--- config.mk ---
export PLATFORM = sky130hd
export DESIGN_NAME = sorted_factor_list_flat
export DESIGN_NICKNAME = d
export VERILOG_FILES = /design/src/rtl/sfl_pkg.sv /design/src/rtl/sfl_if.sv /design/src/rtl/sfl_datapath.sv /design/src/rtl/sfl_ctrl.sv /design/src/rtl/sorted_factor_list.sv /design/src/flat_wrapper.sv
export SDC_FILE = /design/constraint.sdc
export NUM_CORES = 2
export LEC_CHECK = 0
export BUFFER_PORTS_ARGS = -buffer_cell sky130_fd_sc_hd__buf_2
export CAP_MARGIN = 10
export CORE_AREA = 4 4 393 395
export DETAILED_ROUTE_END_ITERATION = 10
export DIE_AREA = 0 0 397 399
export PLACE_DENSITY = 0.69
export SYNTH_ARGS = -nofsm -noshare
export SYNTH_HDL_FRONTEND = slang
export SYNTH_SLANG_ARGS = --single-unit
--- constraint.sdc ---
create_clock -name clk_i -period 10.65 [get_ports clk_i]
set_input_delay 1.065 -clock clk_i [delete_from_list [all_inputs] [get_ports clk_i]]
set_output_delay 1.065 -clock clk_i [all_outputs]
set_load 0.1 [all_outputs]
--- src/rtl/sfl_pkg.sv ---
// ----------------------------------------------------------------------------
// sfl_pkg
// Shared types and constants of the sorted factor list: list depth, derived
// widths, request and status codes, controller state and command structs.
// ----------------------------------------------------------------------------
package sfl_pkg;

  localparam int unsigned LIST_DEPTH = 32;
  localparam int unsigned VALUE_W    = 32;
  localparam int unsigned CNT_W      = $clog2(LIST_DEPTH + 1);
  localparam int unsigned IDX_W      = $clog2(LIST_DEPTH);

  typedef enum logic [1:0] {
    REQ_INSERT = 2'd0,
    REQ_READ   = 2'd1,
    REQ_CLEAR  = 2'd2,
    REQ_NONE   = 2'd3
  } req_e;

  typedef enum logic [1:0] {
    STATUS_OK    = 2'd0,
    STATUS_FULL  = 2'd1,
    STATUS_EMPTY = 2'd2
  } status_e;

  typedef enum logic [1:0] {
    ST_IDLE = 2'b01,
    ST_READ = 2'b10
  } state_e;

  // commands from controller to datapath
  typedef struct packed {
    logic    ins;
    logic    clr;
    logic    rd_start;
    logic    rd_step;
    logic    out_load;
    logic    out_from_list;
    status_e out_status;
  } sfl_cmd_t;

  // status from datapath to controller
  typedef struct packed {
    logic full;
    logic empty;
    logic rd_last;
    logic out_free;
  } sfl_sts_t;

endpackage

--- src/rtl/sfl_if.sv ---
// ----------------------------------------------------------------------------
// sfl_if
// Request and result channels of the sorted factor list, valid/ready
// handshake with source and sink modports.
// ----------------------------------------------------------------------------
interface sfl_req_if import sfl_pkg::*; ();
  logic               valid;
  logic               ready;
  logic [1:0]         req_type;
  logic [VALUE_W-1:0] value;

  modport source (output valid, output req_type, output value, input ready);
  modport sink   (input valid, input req_type, input value, output ready);
endinterface

interface sfl_rsp_if import sfl_pkg::*; ();
  logic               valid;
  logic               ready;
  logic [VALUE_W-1:0] item;
  logic               last;
  logic [1:0]         status;

  modport source (output valid, output item, output last, output status, input ready);
  modport sink   (input valid, input item, input last, input status, output ready);
endinterface

--- src/rtl/sfl_datapath.sv ---
// ----------------------------------------------------------------------------
// sfl_datapath
// Row of compare-and-shift cells holding the ascending list, fill count,
// readout index and the result register.
// ----------------------------------------------------------------------------
module sfl_datapath import sfl_pkg::*; (
  input  logic               clk_i,
  input  logic               rst_ni,
  input  sfl_cmd_t           cmd_i,
  output sfl_sts_t           sts_o,
  input  logic [VALUE_W-1:0] value_i,
  output logic               rsp_valid_o,
  input  logic               rsp_ready_i,
  output logic [VALUE_W-1:0] rsp_item_o,
  output logic               rsp_last_o,
  output logic [1:0]         rsp_status_o
);

  logic [VALUE_W-1:0] entries_q [LIST_DEPTH];
  logic [VALUE_W-1:0] entries_d [LIST_DEPTH];
  logic [LIST_DEPTH-1:0] lt;
  logic [CNT_W-1:0]   fill_q, fill_d;
  logic [IDX_W-1:0]   rd_idx_q, rd_idx_d;
  logic               out_valid_q, out_valid_d;
  logic [VALUE_W-1:0] out_item_q, out_item_d;
  logic               out_last_q, out_last_d;
  status_e            out_status_q, out_status_d;
  logic               rd_last;

  // cell i holds a stored value smaller than the new one
  always_comb begin
    for (int i = 0; i < LIST_DEPTH; i++) begin
      lt[i] = (CNT_W'(i) < fill_q) && (entries_q[i] < value_i);
    end
  end

  // smaller values stay, the rest move up one place, new value lands at the edge
  always_comb begin
    for (int i = 0; i < LIST_DEPTH; i++) begin
      if (lt[i]) begin
        entries_d[i] = entries_q[i];
      end else if (i > 0 && !lt[(i > 0) ? i - 1 : 0]) begin
        entries_d[i] = entries_q[(i > 0) ? i - 1 : 0];
      end else begin
        entries_d[i] = value_i;
      end
    end
  end

  always_ff @(posedge clk_i) begin
    if (cmd_i.ins) begin
      for (int i = 0; i < LIST_DEPTH; i++) begin
        entries_q[i] <= entries_d[i];
      end
    end
  end

  assign rd_last = ((CNT_W'(rd_idx_q) + CNT_W'(1)) == fill_q);

  always_comb begin
    fill_d = fill_q;
    if (cmd_i.clr) begin
      fill_d = '0;
    end else if (cmd_i.ins) begin
      fill_d = fill_q + CNT_W'(1);
    end
  end

  always_comb begin
    rd_idx_d = rd_idx_q;
    if (cmd_i.rd_start) begin
      rd_idx_d = '0;
    end else if (cmd_i.rd_step) begin
      rd_idx_d = rd_idx_q + IDX_W'(1);
    end
  end

  always_comb begin
    out_valid_d  = out_valid_q && !rsp_ready_i;
    out_item_d   = out_item_q;
    out_last_d   = out_last_q;
    out_status_d = out_status_q;
    if (cmd_i.out_load) begin
      out_valid_d = 1'b1;
      if (cmd_i.out_from_list) begin
        out_item_d   = entries_q[rd_idx_q];
        out_last_d   = rd_last;
        out_status_d = STATUS_OK;
      end else begin
        out_item_d   = '0;
        out_last_d   = 1'b1;
        out_status_d = cmd_i.out_status;
      end
    end
  end

  always_ff @(posedge clk_i or negedge rst_ni) begin
    if (!rst_ni) begin
      fill_q      <= '0;
      rd_idx_q    <= '0;
      out_valid_q <= 1'b0;
    end else begin
      fill_q      <= fill_d;
      rd_idx_q    <= rd_idx_d;
      out_valid_q <= out_valid_d;
    end
  end

  always_ff @(posedge clk_i) begin
    out_item_q   <= out_item_d;
    out_last_q   <= out_last_d;
    out_status_q <= out_status_d;
  end

  assign sts_o.full     = (fill_q == CNT_W'(LIST_DEPTH));
  assign sts_o.empty    = (fill_q == '0);
  assign sts_o.rd_last  = rd_last;
  assign sts_o.out_free = !out_valid_q || rsp_ready_i;

  assign rsp_valid_o  = out_valid_q;
  assign rsp_item_o   = out_item_q;
  assign rsp_last_o   = out_last_q;
  assign rsp_status_o = out_status_q;

endmodule

--- src/rtl/sfl_ctrl.sv ---
// ----------------------------------------------------------------------------
// sfl_ctrl
// Request decoder and readout sequencer of the sorted factor list.
// ----------------------------------------------------------------------------
module sfl_ctrl import sfl_pkg::*; (
  input  logic       clk_i,
  input  logic       rst_ni,
  input  logic       req_valid_i,
  output logic       req_ready_o,
  input  logic [1:0] req_type_i,
  input  sfl_sts_t   sts_i,
  output sfl_cmd_t   cmd_o
);

  state_e state_q, state_d;
  req_e   req_type;
  logic   accept;

  assign req_type    = req_e'(req_type_i);
  assign req_ready_o = (state_q == ST_IDLE) && sts_i.out_free;
  assign accept      = req_valid_i && req_ready_o;

  always_comb begin
    state_d = state_q;
    cmd_o   = '0;
    cmd_o.out_status = STATUS_OK;
    case (state_q)
      ST_IDLE: begin
        if (accept) begin
          case (req_type)
            REQ_INSERT: begin
              cmd_o.ins        = !sts_i.full;
              cmd_o.out_load   = 1'b1;
              cmd_o.out_status = sts_i.full ? STATUS_FULL : STATUS_OK;
            end
            REQ_READ: begin
              if (sts_i.empty) begin
                cmd_o.out_load   = 1'b1;
                cmd_o.out_status = STATUS_EMPTY;
              end else begin
                cmd_o.rd_start = 1'b1;
                state_d        = ST_READ;
              end
            end
            REQ_CLEAR: begin
              cmd_o.clr      = 1'b1;
              cmd_o.out_load = 1'b1;
            end
            default: begin
              // unused request code: no result
            end
          endcase
        end
      end
      ST_READ: begin
        if (sts_i.out_free) begin
          cmd_o.out_load      = 1'b1;
          cmd_o.out_from_list = 1'b1;
          cmd_o.rd_step       = 1'b1;
          if (sts_i.rd_last) begin
            state_d = ST_IDLE;
          end
        end
      end
      default: begin
        state_d = ST_IDLE;
      end
    endcase
  end

  always_ff @(posedge clk_i or negedge rst_ni) begin
    if (!rst_ni) begin
      state_q <= ST_IDLE;
    end else begin
      state_q <= state_d;
    end
  end

endmodule

--- src/rtl/sorted_factor_list.sv ---
// ----------------------------------------------------------------------------
// sorted_factor_list
// Bounded ascending list of 32-bit values with insert, readout and clear.
// ----------------------------------------------------------------------------
// The row of compare-and-shift cells places an inserted value in the same edge
// that accepts it; an insert or a clear loads its single status result into
// the result register, and an unused request code gives no result. A readout
// sends the stored values through one read port, one value per cycle while
// the result register is free, and the next request is taken after the final
// value is loaded. A full result register that is not taken stalls requests.
module sorted_factor_list import sfl_pkg::*; (
  input  logic             clk_i,
  input  logic             rst_ni,
  sfl_req_if.sink          req_i,
  sfl_rsp_if.source        rsp_o
);

  sfl_cmd_t cmd;
  sfl_sts_t sts;

  sfl_ctrl u_ctrl (
    .clk_i       (clk_i),
    .rst_ni      (rst_ni),
    .req_valid_i (req_i.valid),
    .req_ready_o (req_i.ready),
    .req_type_i  (req_i.req_type),
    .sts_i       (sts),
    .cmd_o       (cmd)
  );

  sfl_datapath u_datapath (
    .clk_i        (clk_i),
    .rst_ni       (rst_ni),
    .cmd_i        (cmd),
    .sts_o        (sts),
    .value_i      (req_i.value),
    .rsp_valid_o  (rsp_o.valid),
    .rsp_ready_i  (rsp_o.ready),
    .rsp_item_o   (rsp_o.item),
    .rsp_last_o   (rsp_o.last),
    .rsp_status_o (rsp_o.status)
  );

endmodule
--- src/flat_wrapper.sv ---
// flat-port wrapper written by rule: the top's interface ports become plain ports
module sorted_factor_list_flat import sfl_pkg::*;
  (clk_i, rst_ni, req_i_valid, req_i_req_type, req_i_value, req_i_ready, rsp_o_valid, rsp_o_item, rsp_o_last, rsp_o_status, rsp_o_ready);
  sfl_req_if req_i_i ();
  sfl_rsp_if rsp_o_i ();
  input  logic clk_i;
  input  logic rst_ni;
  input wire logic [$bits(req_i_i.valid)-1:0] req_i_valid;
  input wire logic [$bits(req_i_i.req_type)-1:0] req_i_req_type;
  input wire logic [$bits(req_i_i.value)-1:0] req_i_value;
  output wire logic [$bits(req_i_i.ready)-1:0] req_i_ready;
  output wire logic [$bits(rsp_o_i.valid)-1:0] rsp_o_valid;
  output wire logic [$bits(rsp_o_i.item)-1:0] rsp_o_item;
  output wire logic [$bits(rsp_o_i.last)-1:0] rsp_o_last;
  output wire logic [$bits(rsp_o_i.status)-1:0] rsp_o_status;
  input wire logic [$bits(rsp_o_i.ready)-1:0] rsp_o_ready;
  assign req_i_i.valid = req_i_valid;
  assign req_i_i.req_type = req_i_req_type;
  assign req_i_i.value = req_i_value;
  assign req_i_ready = req_i_i.ready;
  assign rsp_o_valid = rsp_o_i.valid;
  assign rsp_o_item = rsp_o_i.item;
  assign rsp_o_last = rsp_o_i.last;
  assign rsp_o_status = rsp_o_i.status;
  assign rsp_o_i.ready = rsp_o_ready;
  sorted_factor_list u_core (.clk_i(clk_i), .rst_ni(rst_ni), .req_i(req_i_i), .rsp_o(rsp_o_i));
endmodule
# Word level (Yosys, flattened, before mapping)
# Memories as Yosys holds them, arrays and structs flattened. A register that Yosys moved wholly into a read port is not among the register bits.
# Index checks and enable logic that the tools add are counted.
dict set report totals {
  regBits 17
  latchBits 0
  ramBits 1024
  romBits 0
  input_bits 38
  out_inout_bits 37
  word_cells 226
  memories 1
}
dict set report classes {
  add_sub_neg 3
  mul 0
  div_mod_pow 0
  n_lt_le_gt_ge 64
  n_eq_ne 11
  shift 0
  mux 92
  n_bitwise 2
  reduce_logical 47
}
# memory depth width read_ports rd_ports_with_merged_regs write_ports line
set mem_list {}
lappend mem_list {u_core.u_datapath.entries_q 32 32 33 1 32 sfl_datapath.sv:19} ;# logic [VALUE_W-1:0] entries_q [LIST_DEPTH];
# op n
set op_table {}
lappend op_table {{2-to-1 mux 32 bit} 63}
lappend op_table {{less-than comparator 32 bit} 32}
lappend op_table {{less-than comparator 5 x 6 -> 1 bit (first input constant)} 16}
lappend op_table {{less-than comparator 4 x 6 -> 1 bit (first input constant)} 8}
lappend op_table {{logical AND 1 bit} 35}
lappend op_table {{less-than comparator 3 x 6 -> 1 bit (first input constant)} 4}
lappend op_table {{less-than comparator 1 x 6 -> 1 bit (first input constant)} 2}
lappend op_table {{less-than comparator 2 x 6 -> 1 bit (first input constant)} 2}
lappend op_table {{2-to-1 mux 1 bit} 12}
lappend op_table {{2-to-1 mux 2 bit} 6}
lappend op_table {{2-to-1 mux 6 bit} 2}
lappend op_table {{2-to-1 mux 5 bit} 2}
lappend op_table {{2-to-1 mux 3 bit} 3}
lappend op_table {{!= test 2 bit (second input constant)} 4}
lappend op_table {{case mux 2 bit (2 select lines)} 2}
lappend op_table {{adder 5 x 1 -> 6 bit (second input constant)} 1}
lappend op_table {{adder 6 x 1 -> 6 bit (second input constant)} 1}
lappend op_table {{== test 6 bit} 1}
lappend op_table {{== test 6 bit (second input constant)} 1}
lappend op_table {{logical NOT 6 bit} 1}
lappend op_table {{adder 5 x 1 -> 5 bit (second input constant)} 1}
lappend op_table {{AND reduction 5 bit} 1}
lappend op_table {{== test 2 x 1 -> 1 bit (second input constant)} 2}
lappend op_table {{== test 2 bit (second input constant)} 2}
lappend op_table {{9 further kinds} 15}

# Longest topological paths before layout
dict set report depth {
  depth_word 8
  ltp_mapped 12
  mapped_depth_nobuf 9
}

# Cells and area by module
# A second synthesis with hierarchy kept.
dict set report unflattened {
  cells_unflattened 5895
  hier_area_um2 75189.6
}
# module n_inst cells_per_inst area_per_inst_um2 seq_area_each_um2
set by_module_without_submodules {}
lappend by_module_without_submodules {sfl_datapath 1 5870 74969.4 32100.8}
lappend by_module_without_submodules {sfl_ctrl 1 25 220.2 51.3}

# Worst setup path after synthesis
# No wires, ideal clock.
dict set report synth_timing {
  kind {input to register}
  start {input req_i_value[29]}
  end {memory u_core.u_datapath.entries_q[6][0], enable pin}
  setup_ns 0.432
  arrival_time_ns 4.774
  required_ns 10.218
  path_slack_ns 5.444
  stages 9
  path_buffers 1
  path_cell_list {clkbuf_1 -> inv_1 -> ha_1 -> nand4_1 -> or3_1 -> nor4_1 -> and3_1 -> o221ai_1 -> a21oi_1}
}
# item line
set synth_rtl {}
lappend synth_rtl {{start: declaration} flat_wrapper.sv:10} ;# input wire logic [$bits(req_i_i.value)-1:0] req_i_value;
lappend synth_rtl {{end: declaration} sfl_datapath.sv:19}

==> impl_metrics.env <==
export IMPL_rsz0062_at_grt="no"
export IMPL_preCtsSetupSlack_ps=4510
export IMPL_synth_most_common_cell="edfxtp_1"
export IMPL_fin_crit_ps=5720
export IMPL_final_area_mm2=0.0816
export IMPL_grt_max_degree=129
export IMPL_dieArea_mm2=0.158
export IMPL_yosysUniqueCellTypes=80
export IMPL_ir_drop_v=0.000221
export IMPL_grtUsageTotal_pct=28.5
export IMPL_grt_pass1_wl_um=341000
export IMPL_ys_ff_latch=1073
export IMPL_start_kind="input port"
export IMPL_nets=6576
export IMPL_status="finished, final reports clean"
export IMPL_power_per_cell_area_mw_per_mm2=170
export IMPL_synth_cells=5526
export IMPL_finalWeightedCongestion=0.918
export IMPL_postLayoutCoreUtil_pct=54.0
export IMPL_drt_iter0_drc=5670
export IMPL_placed_cell_area_mm2=0.0775
export IMPL_tritoncts="yes"
export IMPL_area_sequential_mm2=0.0322
export IMPL_vias_per_cell=6.76
export IMPL_slew_violations=0
export IMPL_cts_sinks=1073
export IMPL_core_mm2=0.151
export IMPL_endpoint_kind="register"
export IMPL_multi_input_area_mm2=0.0413
export IMPL_remaining_drc_errors=0
export IMPL_path_class="in2reg"
export IMPL_fin_skew_ps=31.8
export IMPL_grt_pass1_vias=50200
export IMPL_wl_um=230000
export IMPL_drive_gt1_share_pct=29.5
export IMPL_max_clock_path_buffers=3
export IMPL_cts_resized_gates=0
export IMPL_ys_warn_count=0
export IMPL_vias=52000
export IMPL_timing_final_ws_setup_ps=4930
export IMPL_antenna_left=0
export IMPL_synthToLayoutAreaGrowth_pct=8.77
export IMPL_die_y_um=399
export IMPL_clk_pin_slew_ps=60
export IMPL_synth_common_cells="edfxtp_1, ha_1, mux2_2"
export IMPL_crit_fanout=33
export IMPL_synth_top_cell_area_share_pct=42.4
export IMPL_crit_required_ps=11030
export IMPL_synth_edf_count=1059
export IMPL_syn_num_nets=6561
export IMPL_grt_overflow_total=0
export IMPL_timing_final_crit_share_pct=53.7
export IMPL_start_util_pct=49.6
export IMPL_ff2ff_setup_slack_ps=5710
export IMPL_num_rows=143
export IMPL_fin_tns_setup_ps=0
export IMPL_post_cts_buffers=0
export IMPL_min_path_type="in2async"
export IMPL_worstMarginPinSlew_ps=1260
export IMPL_fill_cells=12400
export IMPL_antenna_found_initial=9
export IMPL_cts_root_buf="clkbuf_16"
export IMPL_routedWlPerCell_um=29.9
export IMPL_io_pins=75
export IMPL_critPathArrivalTime_ps=6100
export IMPL_yosysSeqAreaShare_pct=42.9
export IMPL_power_leakage_nw=29.5
export IMPL_fmaxAchievable_mhz=175
export IMPL_synth_area_leader_cell="edfxtp_1"
export IMPL_setup_violations=0
export IMPL_cap_viol_max_count=0
export IMPL_ys_flop_type="edfxtp_1"
export IMPL_hpwl_um=166000
export IMPL_synth_area_top_cells="edfxtp_1, ha_1, mux2_2"
export IMPL_maxSlewHeadroom_pct=15.9
export IMPL_port_buffers=74
export IMPL_synthesis_area_mm2=0.0750
export IMPL_avgSynthCellArea_um2=13.6
export IMPL_clk_latency_ps=770
export IMPL_cts_hold_buf=0
export IMPL_cts_htree_levels=3
export IMPL_drtPass1Iterations=5
export IMPL_finalHoldViolCount=0
export IMPL_die_w_um=397
export IMPL_async_reset_ff_share_pct=1.30
export IMPL_numCtsBuffers=121
kinds of logic after synthesis:
| kind of cell | count (synthesis) | synth area share (%) |
|---|---|---|
| adders and majority gates | 997 | 16.6 |
| buffers and inverters | 346 | 2.49 |
| xor gates and xnor gates | 11 | 0.128 |
| muxes | 1312 | 24.1 |
| and+or+nand+nor | 815 | 5.58 |
| AOI/OAI and AO/OA | 972 | 8.21 |
| DFF | 1073 | 42.9 |
power breakdown:
group,internal (mW),switching [mW]
clock,2.53,1.86
combinational,1.58,2.36
sequential,5.18,0.379
sequential cells by signal, summed over array words and instances, names as in the netlist:
register and cells:
u_core.u_datapath.rd_idx_q 5, u_core.u_datapath.rsp_status_o 2, u_core.u_datapath.entries_q 1024, u_core.u_datapath.fill_q 6, u_core.u_datapath.rsp_last_o 1, u_core.u_datapath.rsp_item_o 32, u_core.u_ctrl.state_q 2, u_core.u_datapath.rsp_valid_o 1
cell type report:
cell class | instances | share of cell area, %
sequential | 1073 | 39.4
inverter | 45 | 0.207
antenna | 7 | 0.0215
multi-input combinational | 4107 | 50.7
tap | 2030 | 3.11
clock inverter | 79 | 1.07
clock buffer | 148 | 3.89
timing repair buffer | 193 | 1.62
worst paths after layout:
kind	start	end	cells past startpoint
hold / removal	rst_ni	u_core.u_datapath.rd_idx_q[3]	1
setup / recovery	req_i_value[28]	u_core.u_datapath.entries_q[29][21]	11
max in group asynchronous	rst_ni	u_core.u_ctrl.state_q[0]	1
min in group clk_i	u_core.u_ctrl.state_q[0]	u_core.u_ctrl.state_q[0]	1
hold reg to reg	u_core.u_ctrl.state_q[0]	u_core.u_ctrl.state_q[0]	1
setup reg to reg	u_core.u_datapath.rd_idx_q[0]	u_core.u_datapath.rsp_item_o[17]	7
worst max-delay path: stages:
cell and delay [ps]:
buf_2 640, inv_1 650, buf_4 430, ha_1 310
nand4_1 260, nor4_1 1050, o211ai_1 180, a21oi_1 560
nor3_4 80, nor2_4 280, buf_4 510
metal layers:
metal / GRT usage, % / vias to the layer above / wire, µm
li1: - / 22400 / -
met1: 41.2 / 26500 / 98700
met2: 43.1 / 2617 / 102000
met3: 5.99 / 407 / 21700
met4: 9.22 / 6 / 7700
met5: 0 / - / 37
metrics by stage:
step / power, mW / std cells / hold WS (ps)
after floorplan: 8.23 / 5526 / 503
after CTS: 13.9 / 7672 / 158
after detailed placement: 9.50 / 7445 / 514
after global placement: 9.42 / 7445 / 510
final: 13.9 / 7682 / 195
after global routing: 14.4 / 7675 / 211
layout by cell type (no fill, tap or decap), types with 24 or more instances in the layout:
master / n
edfxtp_1: 1059
clkbuf_1: 25
a21o_1: 100
clkinv_1: 24
buf_2: 74
clkbuf_16: 123
nor3_1: 37
nand4_1: 154
o211ai_1: 33
ha_1: 997
nor2b_1: 61
mux4_2: 288
nor2_1: 153
buf_4: 113
mux2_1: 69
mux2i_1: 32
o21ai_0: 134
mux2_4: 29
inv_1: 42
nand2_1: 189
nand3_1: 91
nor2_4: 26
a21oi_1: 389
mux2_2: 894
a211oi_1: 146
Note: power is estimated with default switching activity, not from simulation.
